**config.mk**
```make
export PLATFORM = sky130hd
export DESIGN_NAME = global_average_pool_forward_core
export DESIGN_NICKNAME = d
export VERILOG_FILES = /design/src/sv/gapf_pkg.sv /design/src/sv/gapf_front.sv /design/src/sv/gapf_queue.sv /design/src/sv/gapf_div.sv /design/src/sv/global_average_pool_forward_core.sv
export SDC_FILE = /design/constraint.sdc
export NUM_CORES = 1
export LEC_CHECK = 0
export BUFFER_PORTS_ARGS = -buffer_cell sky130_fd_sc_hd__clkbuf_2
export CELL_PAD_IN_SITES_DETAIL_PLACEMENT = 1
export CELL_PAD_IN_SITES_GLOBAL_PLACEMENT = 1
export CORE_ASPECT_RATIO = 0.6
export CORE_UTILIZATION = 35
export DETAILED_ROUTE_END_ITERATION = 10
export PLACE_DENSITY = 0.63
export SYNTH_ARGS = -nofsm -noshare
export SYNTH_HDL_FRONTEND = slang
export SYNTH_SLANG_ARGS = --single-unit
```
**constraint.sdc**
```tcl
create_clock -name clk -period 13.9 [get_ports clk]
set_clock_uncertainty 0.05 [all_clocks]
set_input_delay 0.695 -clock clk [delete_from_list [all_inputs] [get_ports clk]]
set_output_delay 0.695 -clock clk [all_outputs]
set_load 0.02 [all_outputs]
```
**src/sv/gapf_pkg.sv**
```systemverilog
// Shared constants, types and state codes of the global average pooling core.
package gapf_pkg;

  localparam int SAMPLE_W     = 16;
  localparam int AVG_W        = 16;
  localparam int CH_W         = 12;
  localparam int CH_CNT_W     = 13;
  localparam int AREA_CFG_W   = 17;
  localparam int CFG_IDX_W    = 2;
  localparam int CFG_DATA_W   = 17;
  localparam int MAX_AREA_DEF = 65536;
  localparam int MAX_CHANNELS = 4096;
  localparam int CH_REACH     = 1 << CH_W;
  localparam int Q_DEPTH      = 2;

  localparam logic [CH_CNT_W-1:0] CH_LIM = (MAX_CHANNELS < CH_REACH) ?
                                           CH_CNT_W'(MAX_CHANNELS) : CH_CNT_W'(CH_REACH);

  localparam logic [CFG_IDX_W-1:0] REG_WINDOW_AREA   = CFG_IDX_W'(0);
  localparam logic [CFG_IDX_W-1:0] REG_CHANNEL_COUNT = CFG_IDX_W'(1);

  typedef struct packed {
    logic [CH_W-1:0] channel_index;
    logic            tensor_end;
  } tag_t;

  typedef enum logic [1:0] {
    DIV_IDLE,
    DIV_RUN,
    DIV_DONE
  } div_state_t;

endpackage

```
**src/sv/gapf_front.sv**
```systemverilog
// Front end: configuration registers, window accumulation and channel counting.
module gapf_front #(
  parameter int MAX_AREA = gapf_pkg::MAX_AREA_DEF
) (
  input  logic                                         clk,
  input  logic                                         rst_n,
  input  logic                                         cfg_valid,
  output logic                                         cfg_ready,
  input  logic [gapf_pkg::CFG_IDX_W-1:0]               cfg_index,
  input  logic [gapf_pkg::CFG_DATA_W-1:0]              cfg_data,
  input  logic                                         in_push,
  output logic                                         in_full,
  input  logic signed [gapf_pkg::SAMPLE_W-1:0]         in_sample,
  input  logic                                         in_tensor_end,
  output logic                                         job_push,
  input  logic                                         job_full,
  output logic signed [gapf_pkg::SAMPLE_W + $clog2(MAX_AREA):0] job_sum,
  output logic [$clog2(MAX_AREA + 1)-1:0]              job_area,
  output gapf_pkg::tag_t                               job_tag
);
  import gapf_pkg::*;

  localparam int SUM_W = SAMPLE_W + $clog2(MAX_AREA) + 1;
  localparam int EA_W  = $clog2(MAX_AREA + 1);
  localparam int CMP_W = (AREA_CFG_W > EA_W) ? AREA_CFG_W : EA_W;

  logic [AREA_CFG_W-1:0]   window_area_r, window_area_nxt;
  logic [CH_CNT_W-1:0]     channel_count_r, channel_count_nxt;
  logic signed [SUM_W-1:0] sum_r, sum_nxt, sum_add;
  logic [EA_W-1:0]         cnt_r, cnt_nxt, cnt_inc, eff_area;
  logic [CH_W-1:0]         ch_r, ch_nxt;
  logic [CH_CNT_W-1:0]     eff_ch, ch_inc;
  logic                    accept, close;

  assign cfg_ready = 1'b1;
  assign in_full   = job_full;
  assign accept    = in_push && !job_full;

  always_comb begin
    if (window_area_r == '0) begin
      eff_area = EA_W'(1);
    end else if (CMP_W'(window_area_r) > CMP_W'(MAX_AREA)) begin
      eff_area = EA_W'(MAX_AREA);
    end else begin
      eff_area = EA_W'(window_area_r);
    end
    if (channel_count_r == '0) begin
      eff_ch = CH_CNT_W'(1);
    end else if (channel_count_r > CH_LIM) begin
      eff_ch = CH_LIM;
    end else begin
      eff_ch = channel_count_r;
    end
  end

  assign sum_add = sum_r + SUM_W'(in_sample);
  assign cnt_inc = cnt_r + 1'b1;
  assign close   = cnt_inc >= eff_area;
  assign ch_inc  = {1'b0, ch_r} + 1'b1;

  assign job_push              = accept && close;
  assign job_sum               = sum_add;
  assign job_area              = eff_area;
  assign job_tag.channel_index = ch_r;
  assign job_tag.tensor_end    = in_tensor_end;

  always_comb begin
    window_area_nxt   = window_area_r;
    channel_count_nxt = channel_count_r;
    sum_nxt           = sum_r;
    cnt_nxt           = cnt_r;
    ch_nxt            = ch_r;
    if (cfg_valid) begin
      case (cfg_index)
        REG_WINDOW_AREA:   window_area_nxt   = AREA_CFG_W'(cfg_data);
        REG_CHANNEL_COUNT: channel_count_nxt = CH_CNT_W'(cfg_data);
        default: ;
      endcase
    end
    if (accept) begin
      if (close) begin
        sum_nxt = '0;
        cnt_nxt = '0;
        if (ch_inc >= eff_ch || in_tensor_end) begin
          ch_nxt = '0;
        end else begin
          ch_nxt = CH_W'(ch_inc);
        end
      end else if (in_tensor_end) begin
        sum_nxt = '0;
        cnt_nxt = '0;
        ch_nxt  = '0;
      end else begin
        sum_nxt = sum_add;
        cnt_nxt = cnt_inc;
      end
    end
  end

  always_ff @(posedge clk) begin
    if (!rst_n) begin
      window_area_r   <= AREA_CFG_W'(1);
      channel_count_r <= CH_CNT_W'(1);
      sum_r           <= '0;
      cnt_r           <= '0;
      ch_r            <= '0;
    end else begin
      window_area_r   <= window_area_nxt;
      channel_count_r <= channel_count_nxt;
      sum_r           <= sum_nxt;
      cnt_r           <= cnt_nxt;
      ch_r            <= ch_nxt;
    end
  end

endmodule

```
**src/sv/gapf_queue.sv**
```systemverilog
// Short first-in first-out queue of finished windows between front and back.
module gapf_queue #(
  parameter int W = 8
) (
  input  logic         clk,
  input  logic         rst_n,
  input  logic         push,
  output logic         full,
  input  logic [W-1:0] din,
  input  logic         pop,
  output logic         empty,
  output logic [W-1:0] dout
);
  import gapf_pkg::*;

  localparam int PW = (Q_DEPTH > 1) ? $clog2(Q_DEPTH) : 1;
  localparam int CW = $clog2(Q_DEPTH + 1);

  logic [W-1:0]  mem_r [Q_DEPTH];
  logic [PW-1:0] wr_ptr_r, wr_ptr_nxt, rd_ptr_r, rd_ptr_nxt;
  logic [CW-1:0] cnt_r, cnt_nxt;
  logic          do_push, do_pop;

  assign full    = cnt_r == CW'(Q_DEPTH);
  assign empty   = cnt_r == '0;
  assign do_push = push && !full;
  assign do_pop  = pop && !empty;
  assign dout    = mem_r[rd_ptr_r];

  always_comb begin
    wr_ptr_nxt = wr_ptr_r;
    rd_ptr_nxt = rd_ptr_r;
    cnt_nxt    = cnt_r;
    if (do_push) begin
      wr_ptr_nxt = (wr_ptr_r == PW'(Q_DEPTH - 1)) ? '0 : wr_ptr_r + 1'b1;
    end
    if (do_pop) begin
      rd_ptr_nxt = (rd_ptr_r == PW'(Q_DEPTH - 1)) ? '0 : rd_ptr_r + 1'b1;
    end
    if (do_push && !do_pop) begin
      cnt_nxt = cnt_r + 1'b1;
    end else if (do_pop && !do_push) begin
      cnt_nxt = cnt_r - 1'b1;
    end
  end

  always_ff @(posedge clk) begin
    if (do_push) begin
      mem_r[wr_ptr_r] <= din;
    end
  end

  always_ff @(posedge clk) begin
    if (!rst_n) begin
      wr_ptr_r <= '0;
      rd_ptr_r <= '0;
      cnt_r    <= '0;
    end else begin
      wr_ptr_r <= wr_ptr_nxt;
      rd_ptr_r <= rd_ptr_nxt;
      cnt_r    <= cnt_nxt;
    end
  end

endmodule

```
**src/sv/gapf_div.sv**
```systemverilog
// Back end: bit-serial signed division of the window sum by its area, and the result register.
module gapf_div #(
  parameter int MAX_AREA = gapf_pkg::MAX_AREA_DEF
) (
  input  logic                                         clk,
  input  logic                                         rst_n,
  input  logic                                         job_valid,
  output logic                                         job_pop,
  input  logic signed [gapf_pkg::SAMPLE_W + $clog2(MAX_AREA):0] job_sum,
  input  logic [$clog2(MAX_AREA + 1)-1:0]              job_area,
  input  gapf_pkg::tag_t                               job_tag,
  output logic                                         out_empty,
  input  logic                                         out_pop,
  output logic signed [gapf_pkg::AVG_W-1:0]            out_average,
  output logic [gapf_pkg::CH_W-1:0]                    out_channel_index,
  output logic                                         out_tensor_end_out
);
  import gapf_pkg::*;

  localparam int SUM_W  = SAMPLE_W + $clog2(MAX_AREA) + 1;
  localparam int EA_W   = $clog2(MAX_AREA + 1);
  localparam int STEP_W = $clog2(SUM_W);

  div_state_t         state_r, state_nxt;
  logic [SUM_W-1:0]   quo_r, quo_nxt, sum_u, mag;
  logic [EA_W-1:0]    rem_r, rem_nxt, div_r, div_nxt;
  logic [EA_W:0]      rem_sh, rem_sub;
  logic [STEP_W-1:0]  step_r, step_nxt;
  logic               neg_r, neg_nxt, ge;
  tag_t               tag_r, tag_nxt;
  logic [AVG_W-1:0]   avg_r, avg_nxt;
  tag_t               otag_r, otag_nxt;
  logic               ovalid_r, ovalid_nxt;

  assign sum_u   = job_sum;
  assign mag     = job_sum[SUM_W-1] ? (~sum_u + 1'b1) : sum_u;
  assign rem_sh  = {rem_r, quo_r[SUM_W-1]};
  assign rem_sub = rem_sh - {1'b0, div_r};
  assign ge      = rem_sh >= {1'b0, div_r};

  assign out_empty          = !ovalid_r;
  assign out_average        = avg_r;
  assign out_channel_index  = otag_r.channel_index;
  assign out_tensor_end_out = otag_r.tensor_end;

  always_comb begin
    state_nxt  = state_r;
    quo_nxt    = quo_r;
    rem_nxt    = rem_r;
    div_nxt    = div_r;
    step_nxt   = step_r;
    neg_nxt    = neg_r;
    tag_nxt    = tag_r;
    avg_nxt    = avg_r;
    otag_nxt   = otag_r;
    ovalid_nxt = ovalid_r;
    job_pop    = 1'b0;
    if (out_pop && ovalid_r) begin
      ovalid_nxt = 1'b0;
    end
    case (state_r)
      DIV_IDLE: begin
        if (job_valid) begin
          job_pop   = 1'b1;
          quo_nxt   = mag;
          rem_nxt   = '0;
          div_nxt   = job_area;
          neg_nxt   = job_sum[SUM_W-1];
          tag_nxt   = job_tag;
          step_nxt  = STEP_W'(SUM_W - 1);
          state_nxt = DIV_RUN;
        end
      end
      DIV_RUN: begin
        rem_nxt  = ge ? EA_W'(rem_sub) : EA_W'(rem_sh);
        quo_nxt  = {quo_r[SUM_W-2:0], ge};
        step_nxt = step_r - 1'b1;
        if (step_r == '0) begin
          state_nxt = DIV_DONE;
        end
      end
      DIV_DONE: begin
        if (!ovalid_r || out_pop) begin
          avg_nxt    = neg_r ? (~quo_r[AVG_W-1:0] + 1'b1) : quo_r[AVG_W-1:0];
          otag_nxt   = tag_r;
          ovalid_nxt = 1'b1;
          state_nxt  = DIV_IDLE;
        end
      end
      default: state_nxt = DIV_IDLE;
    endcase
  end

  always_ff @(posedge clk) begin
    quo_r  <= quo_nxt;
    rem_r  <= rem_nxt;
    div_r  <= div_nxt;
    step_r <= step_nxt;
    neg_r  <= neg_nxt;
    tag_r  <= tag_nxt;
    avg_r  <= avg_nxt;
    otag_r <= otag_nxt;
  end

  always_ff @(posedge clk) begin
    if (!rst_n) begin
      state_r  <= DIV_IDLE;
      ovalid_r <= 1'b0;
    end else begin
      state_r  <= state_nxt;
      ovalid_r <= ovalid_nxt;
    end
  end

endmodule

```
**src/sv/global_average_pool_forward_core.sv**
```systemverilog
// Global average pooling core: accumulates channel windows and divides each sum by its area.
//
// Samples enter through a queue-like port: an item is taken when in_push is high and
// in_full is low. Each channel's window_area samples arrive back to back. Results leave
// through out_empty and out_pop: the oldest result sits on the out_ ports while out_empty
// is low and is taken when out_pop is high. Registers are written over the cfg_ port
// (index 0: window area, index 1: channel count); the user must write them only while
// the core is idle, which the block does not enforce. The front end takes one sample
// every cycle while in_full is low. A closing sample places the window sum in a
// two-entry queue; the back end divides it by the area one quotient bit per cycle.
// The divider takes a new window only once the last result is registered, so short
// windows can raise in_full once the queue is full. If the receiver stalls, the finished
// result is held, the divider holds its next quotient and the queue fills, after which
// in_full stays high until out_pop is seen.
// Synchronous reset clears the sums, counters, queue and result valid flag and sets
// both registers to 1.
module global_average_pool_forward_core #(
  parameter int MAX_AREA = gapf_pkg::MAX_AREA_DEF
) (
  input  logic                                 clk,
  input  logic                                 rst_n,
  input  logic                                 cfg_valid,
  output logic                                 cfg_ready,
  input  logic [gapf_pkg::CFG_IDX_W-1:0]       cfg_index,
  input  logic [gapf_pkg::CFG_DATA_W-1:0]      cfg_data,
  input  logic                                 in_push,
  output logic                                 in_full,
  input  logic signed [gapf_pkg::SAMPLE_W-1:0] in_sample,
  input  logic                                 in_tensor_end,
  output logic                                 out_empty,
  input  logic                                 out_pop,
  output logic signed [gapf_pkg::AVG_W-1:0]    out_average,
  output logic [gapf_pkg::CH_W-1:0]            out_channel_index,
  output logic                                 out_tensor_end_out
);
  import gapf_pkg::*;

  localparam int SUM_W = SAMPLE_W + $clog2(MAX_AREA) + 1;
  localparam int EA_W  = $clog2(MAX_AREA + 1);
  localparam int TAG_W = $bits(tag_t);
  localparam int QW    = SUM_W + EA_W + TAG_W;

  logic                    f_push, q_full, q_empty, q_pop;
  logic signed [SUM_W-1:0] f_sum, q_sum;
  logic [EA_W-1:0]         f_area, q_area;
  tag_t                    f_tag, q_tag;
  logic [QW-1:0]           q_din, q_dout;

  gapf_front #(.MAX_AREA(MAX_AREA)) u_front (
    .clk           (clk),
    .rst_n         (rst_n),
    .cfg_valid     (cfg_valid),
    .cfg_ready     (cfg_ready),
    .cfg_index     (cfg_index),
    .cfg_data      (cfg_data),
    .in_push       (in_push),
    .in_full       (in_full),
    .in_sample     (in_sample),
    .in_tensor_end (in_tensor_end),
    .job_push      (f_push),
    .job_full      (q_full),
    .job_sum       (f_sum),
    .job_area      (f_area),
    .job_tag       (f_tag)
  );

  assign q_din = {f_sum, f_area, f_tag};

  gapf_queue #(.W(QW)) u_queue (
    .clk   (clk),
    .rst_n (rst_n),
    .push  (f_push),
    .full  (q_full),
    .din   (q_din),
    .pop   (q_pop),
    .empty (q_empty),
    .dout  (q_dout)
  );

  assign q_sum  = q_dout[QW-1 -: SUM_W];
  assign q_area = q_dout[TAG_W +: EA_W];
  assign q_tag  = q_dout[TAG_W-1:0];

  gapf_div #(.MAX_AREA(MAX_AREA)) u_div (
    .clk                (clk),
    .rst_n              (rst_n),
    .job_valid          (!q_empty),
    .job_pop            (q_pop),
    .job_sum            (q_sum),
    .job_area           (q_area),
    .job_tag            (q_tag),
    .out_empty          (out_empty),
    .out_pop            (out_pop),
    .out_average        (out_average),
    .out_channel_index  (out_channel_index),
    .out_tensor_end_out (out_tensor_end_out)
  );

endmodule
```
==> results.cfg <==
[logic_synthesis]
yosysTopAreaCell = edfxtp_1
async_flop_share_pct = 0
synth_edf_count = 242
avgSynthCellArea_um2 = 10.8
synth_commonest_cells = 242 x edfxtp_1, 229 x nand2_1, 100 x dfxtp_1
synthFlopType = edfxtp_1
synth_area_mm2 = 0.0175
yosys_warnings = 0
synth_top_area_share_pct = 41.4
synth_area_leaders = edfxtp_1 41%, dfxtp_1 11%, ha_1 6.1%
yosysSeqAreaShare_pct = 52.9
synth_most_common_cell = edfxtp_1
syn_nets = 1752
ys_types = 86
synthCells = 1623
synth_seq_cells = 342

[grt]
antenna_found_initial = 3
grt_pass1_vias = 12222
grt_max_degree = 88
gr-total-overflow = 0
grtUsageTotal_pct = 18.5
grt_first_pass_wirelength_um = 73500

[clock_tree]
cts_buffer_depth = 3
hold_buffers = 0
clkSinkCount = 342
cts_tree = done
post_cts_buffers = 0
numCtsBuffers = 36
clock-root-buffer = clkbuf_16
post_cts_resized = 0
clk_pin_slew_ps = 60
clk_latency_ps = 550
h-tree-depth = 2

[timing]
rsz0062_at_grt = false
setup_violations = 0
tns_ps = 0
max_freq_mhz = 195
tightest_slew_ps = 1060
period_share_pct = 37.0
hold_slack_ps = 347
fin_crit_ps = 5140
final_max_slew_viol_count = 0
relSlewSlack_pct = 28.9
finalHoldViolations = 0

[critical_path]
arrival_ps = 5270
worstSetupStartpointType = flop
required_ps = 14030
worstReg2RegStart = u_front.cnt_r[0]
slowest_delay_ps = 950
critPathKind = flop to flop
cpMostUsedCell = ha_1
endpoint_kind = flop
startpoint = u_front.cnt_r[0]
cp_slowest_cell = nor2b_4
critical_path.max_fanout = 33
cp_cell_sequence = ha_1, and3_1, and2_1, nand2_1, nor2_1, nand3_1, xnor2_1, ha_1, a31o_2, o311ai_1, a21o_1, a21oi_1, nor2b_4, buf_4

[drt]
antenna_left = 0
drt_first_pass_iters = 5
drc = 0
wl_per_cell_um = 20.2
drt-initial-drc-count = 742
vias_per_cell = 5.22
num_vias = 12275
wirelength_um = 47400

[die]
die_x_um = 291
ioPinCount = 73
start_util_pct = 35.5
die_h_um = 175
rows = 63
coreArea_mm2 = 0.0494
die_area_mm2 = 0.0510

[layout]
final_area_mm2 = 0.0197
regArea_mm2 = 0.00927
fillers = 5354
drive_gt1_share_pct = 12.4
layout.cells.non_filler = 2352
multi_input_area_mm2 = 0.00779
layout.nets = 1803
syn_to_final_growth_pct = 12.2

[power_and_ir_drop]
fin_total_pwr_w = 0.00358
leakage_nw = 7.34
vdd_ir_drop_max_v = 0.0000698
power_density_mw_per_mm2 = 182

[worst_hold_path]
hold_class = primary input to flop
worstHoldStart = cfg_data[5]

[status]
outcome = finished clean

[placed_design]
gp_congestion = 0.835
place_area_mm2 = 0.0185
io_buffer_count = 71
hpwl_um = 35000
place_inst = 2286

[run]
max-cap-violations = 0
==> cells in the final DEF (no fill, tap or decap), types with 5 or more instances in the layout <==
cell | Yosys | routed
clkbuf_1 | 45 | 9
nor3b_1 | 11 | 10
nand4_1 | 10 | 10
clkbuf_2 | 0 | 70
nor4_1 | 10 | 10
buf_4 | 6 | 11
a21oi_1 | 89 | 89
inv_1 | 56 | 56
nand3_1 | 61 | 61
edfxtp_1 | 242 | 242
and2_1 | 16 | 15
xor2_1 | 48 | 48
a211oi_1 | 10 | 10
o211ai_1 | 9 | 9
mux2i_1 | 30 | 29
o21ai_0 | 46 | 46
a22o_1 | 11 | 11
o21bai_1 | 6 | 6
a21o_1 | 29 | 29
xnor2_1 | 67 | 67
ha_1 | 86 | 86
nor2_1 | 76 | 75
nor2b_1 | 21 | 18
or3_1 | 5 | 5
clkbuf_16 | 0 | 37
inv_6 | 0 | 6
nand2_1 | 229 | 229
nand2b_1 | 11 | 11
o21a_1 | 6 | 6
and3_1 | 15 | 15
a31oi_1 | 8 | 8
a22oi_1 | 8 | 8
a21boi_0 | 59 | 59
nor3_1 | 26 | 26
o21ai_1 | 31 | 31
dfxtp_1 | 100 | 99
mux2_2 | 33 | 33
nand4b_1 | 7 | 7
==> cell families (layout without fill, tap and decap cells) <==
kind of cell | count (synthesis) | after routing | share of synthesized area, %
buffers and inverters | 125 | 202 | 2.95
DFF | 342 | 342 | 52.9
muxes | 64 | 64 | 3.91
adders and majority gates | 88 | 88 | 6.36
and+or+nand+nor | 528 | 528 | 14.4
AOI/OAI and AO/OA | 359 | 359 | 13.6
other | 1 | 3 | 0.0214
xor gates and xnor gates | 116 | 116 | 5.84
==> flip-flops by register name, summed over array words and instances (netlist names), 16 cells and up, named ones only <==
register and count:
u_queue.mem_r 126, u_div.quo_r 33, u_front.sum_r 33, u_div.div_r 17, u_div.rem_r 17, u_front.cnt_r 17, u_front.window_area_r 17, u_div.out_average 16
==> report_power, final <==
part           switching [W]  internal [W]  total [W]
registers           0.000123       0.00138    0.00150
clock network       0.000419      0.000556   0.000975
logic               0.000699      0.000408    0.00111
total                0.00124       0.00234    0.00358
==> final cells by class <==
class | instances | share of cell area [%]
flip-flops and latches | 342 | 47.1
multi-input cells | 1156 | 39.6
clock buffers | 47 | 4.94
well taps | 650 | 4.13
repair buffers | 82 | 2.22
inverters | 56 | 1.07
clock inverters | 17 | 0.953
diodes | 2 | 0.0254
==> routing by layer <==
layer / up-vias / wire, um / track usage, %
met5: - / 0 / 0
li1: 5992 / - / -
met2: 209 / 17600 / 24.0
met3: 53 / 2370 / 3.47
met1: 6021 / 26800 / 30.6
met4: 0 / 677 / 3.95
==> worst max-delay path, delay by kind of cell, from the launching register on <==
family	cells	cell delay, ps
adders and majority gates	2	570
xor gates and xnor gates	1	180
and+or+nand+nor	6	2080
AOI/OAI and AO/OA	4	930
buffers and inverters	1	550
DFF	1	400
==> final timing paths <==
path	to	slack, ps	depth (start not counted)
worst min register to register	u_div.out_channel_index[1]	370	0
worst max register to register	u_queue.mem_r[0][17]	8760	14
worst max-delay path	u_queue.mem_r[0][17]	8760	14
worst min-delay path	u_front.channel_count_r[5]	350	3
==> stage by stage <==
stage                     setup slack, ps  utilization (%)
after global routing                 8520             39.8
after floorplan                      7980                -
final                                8760             39.8
after detailed placement             8870             37.5
after global placement               9070             37.5
after CTS                            8810             39.8
Note: power is estimated with default switching activity, not from simulation.
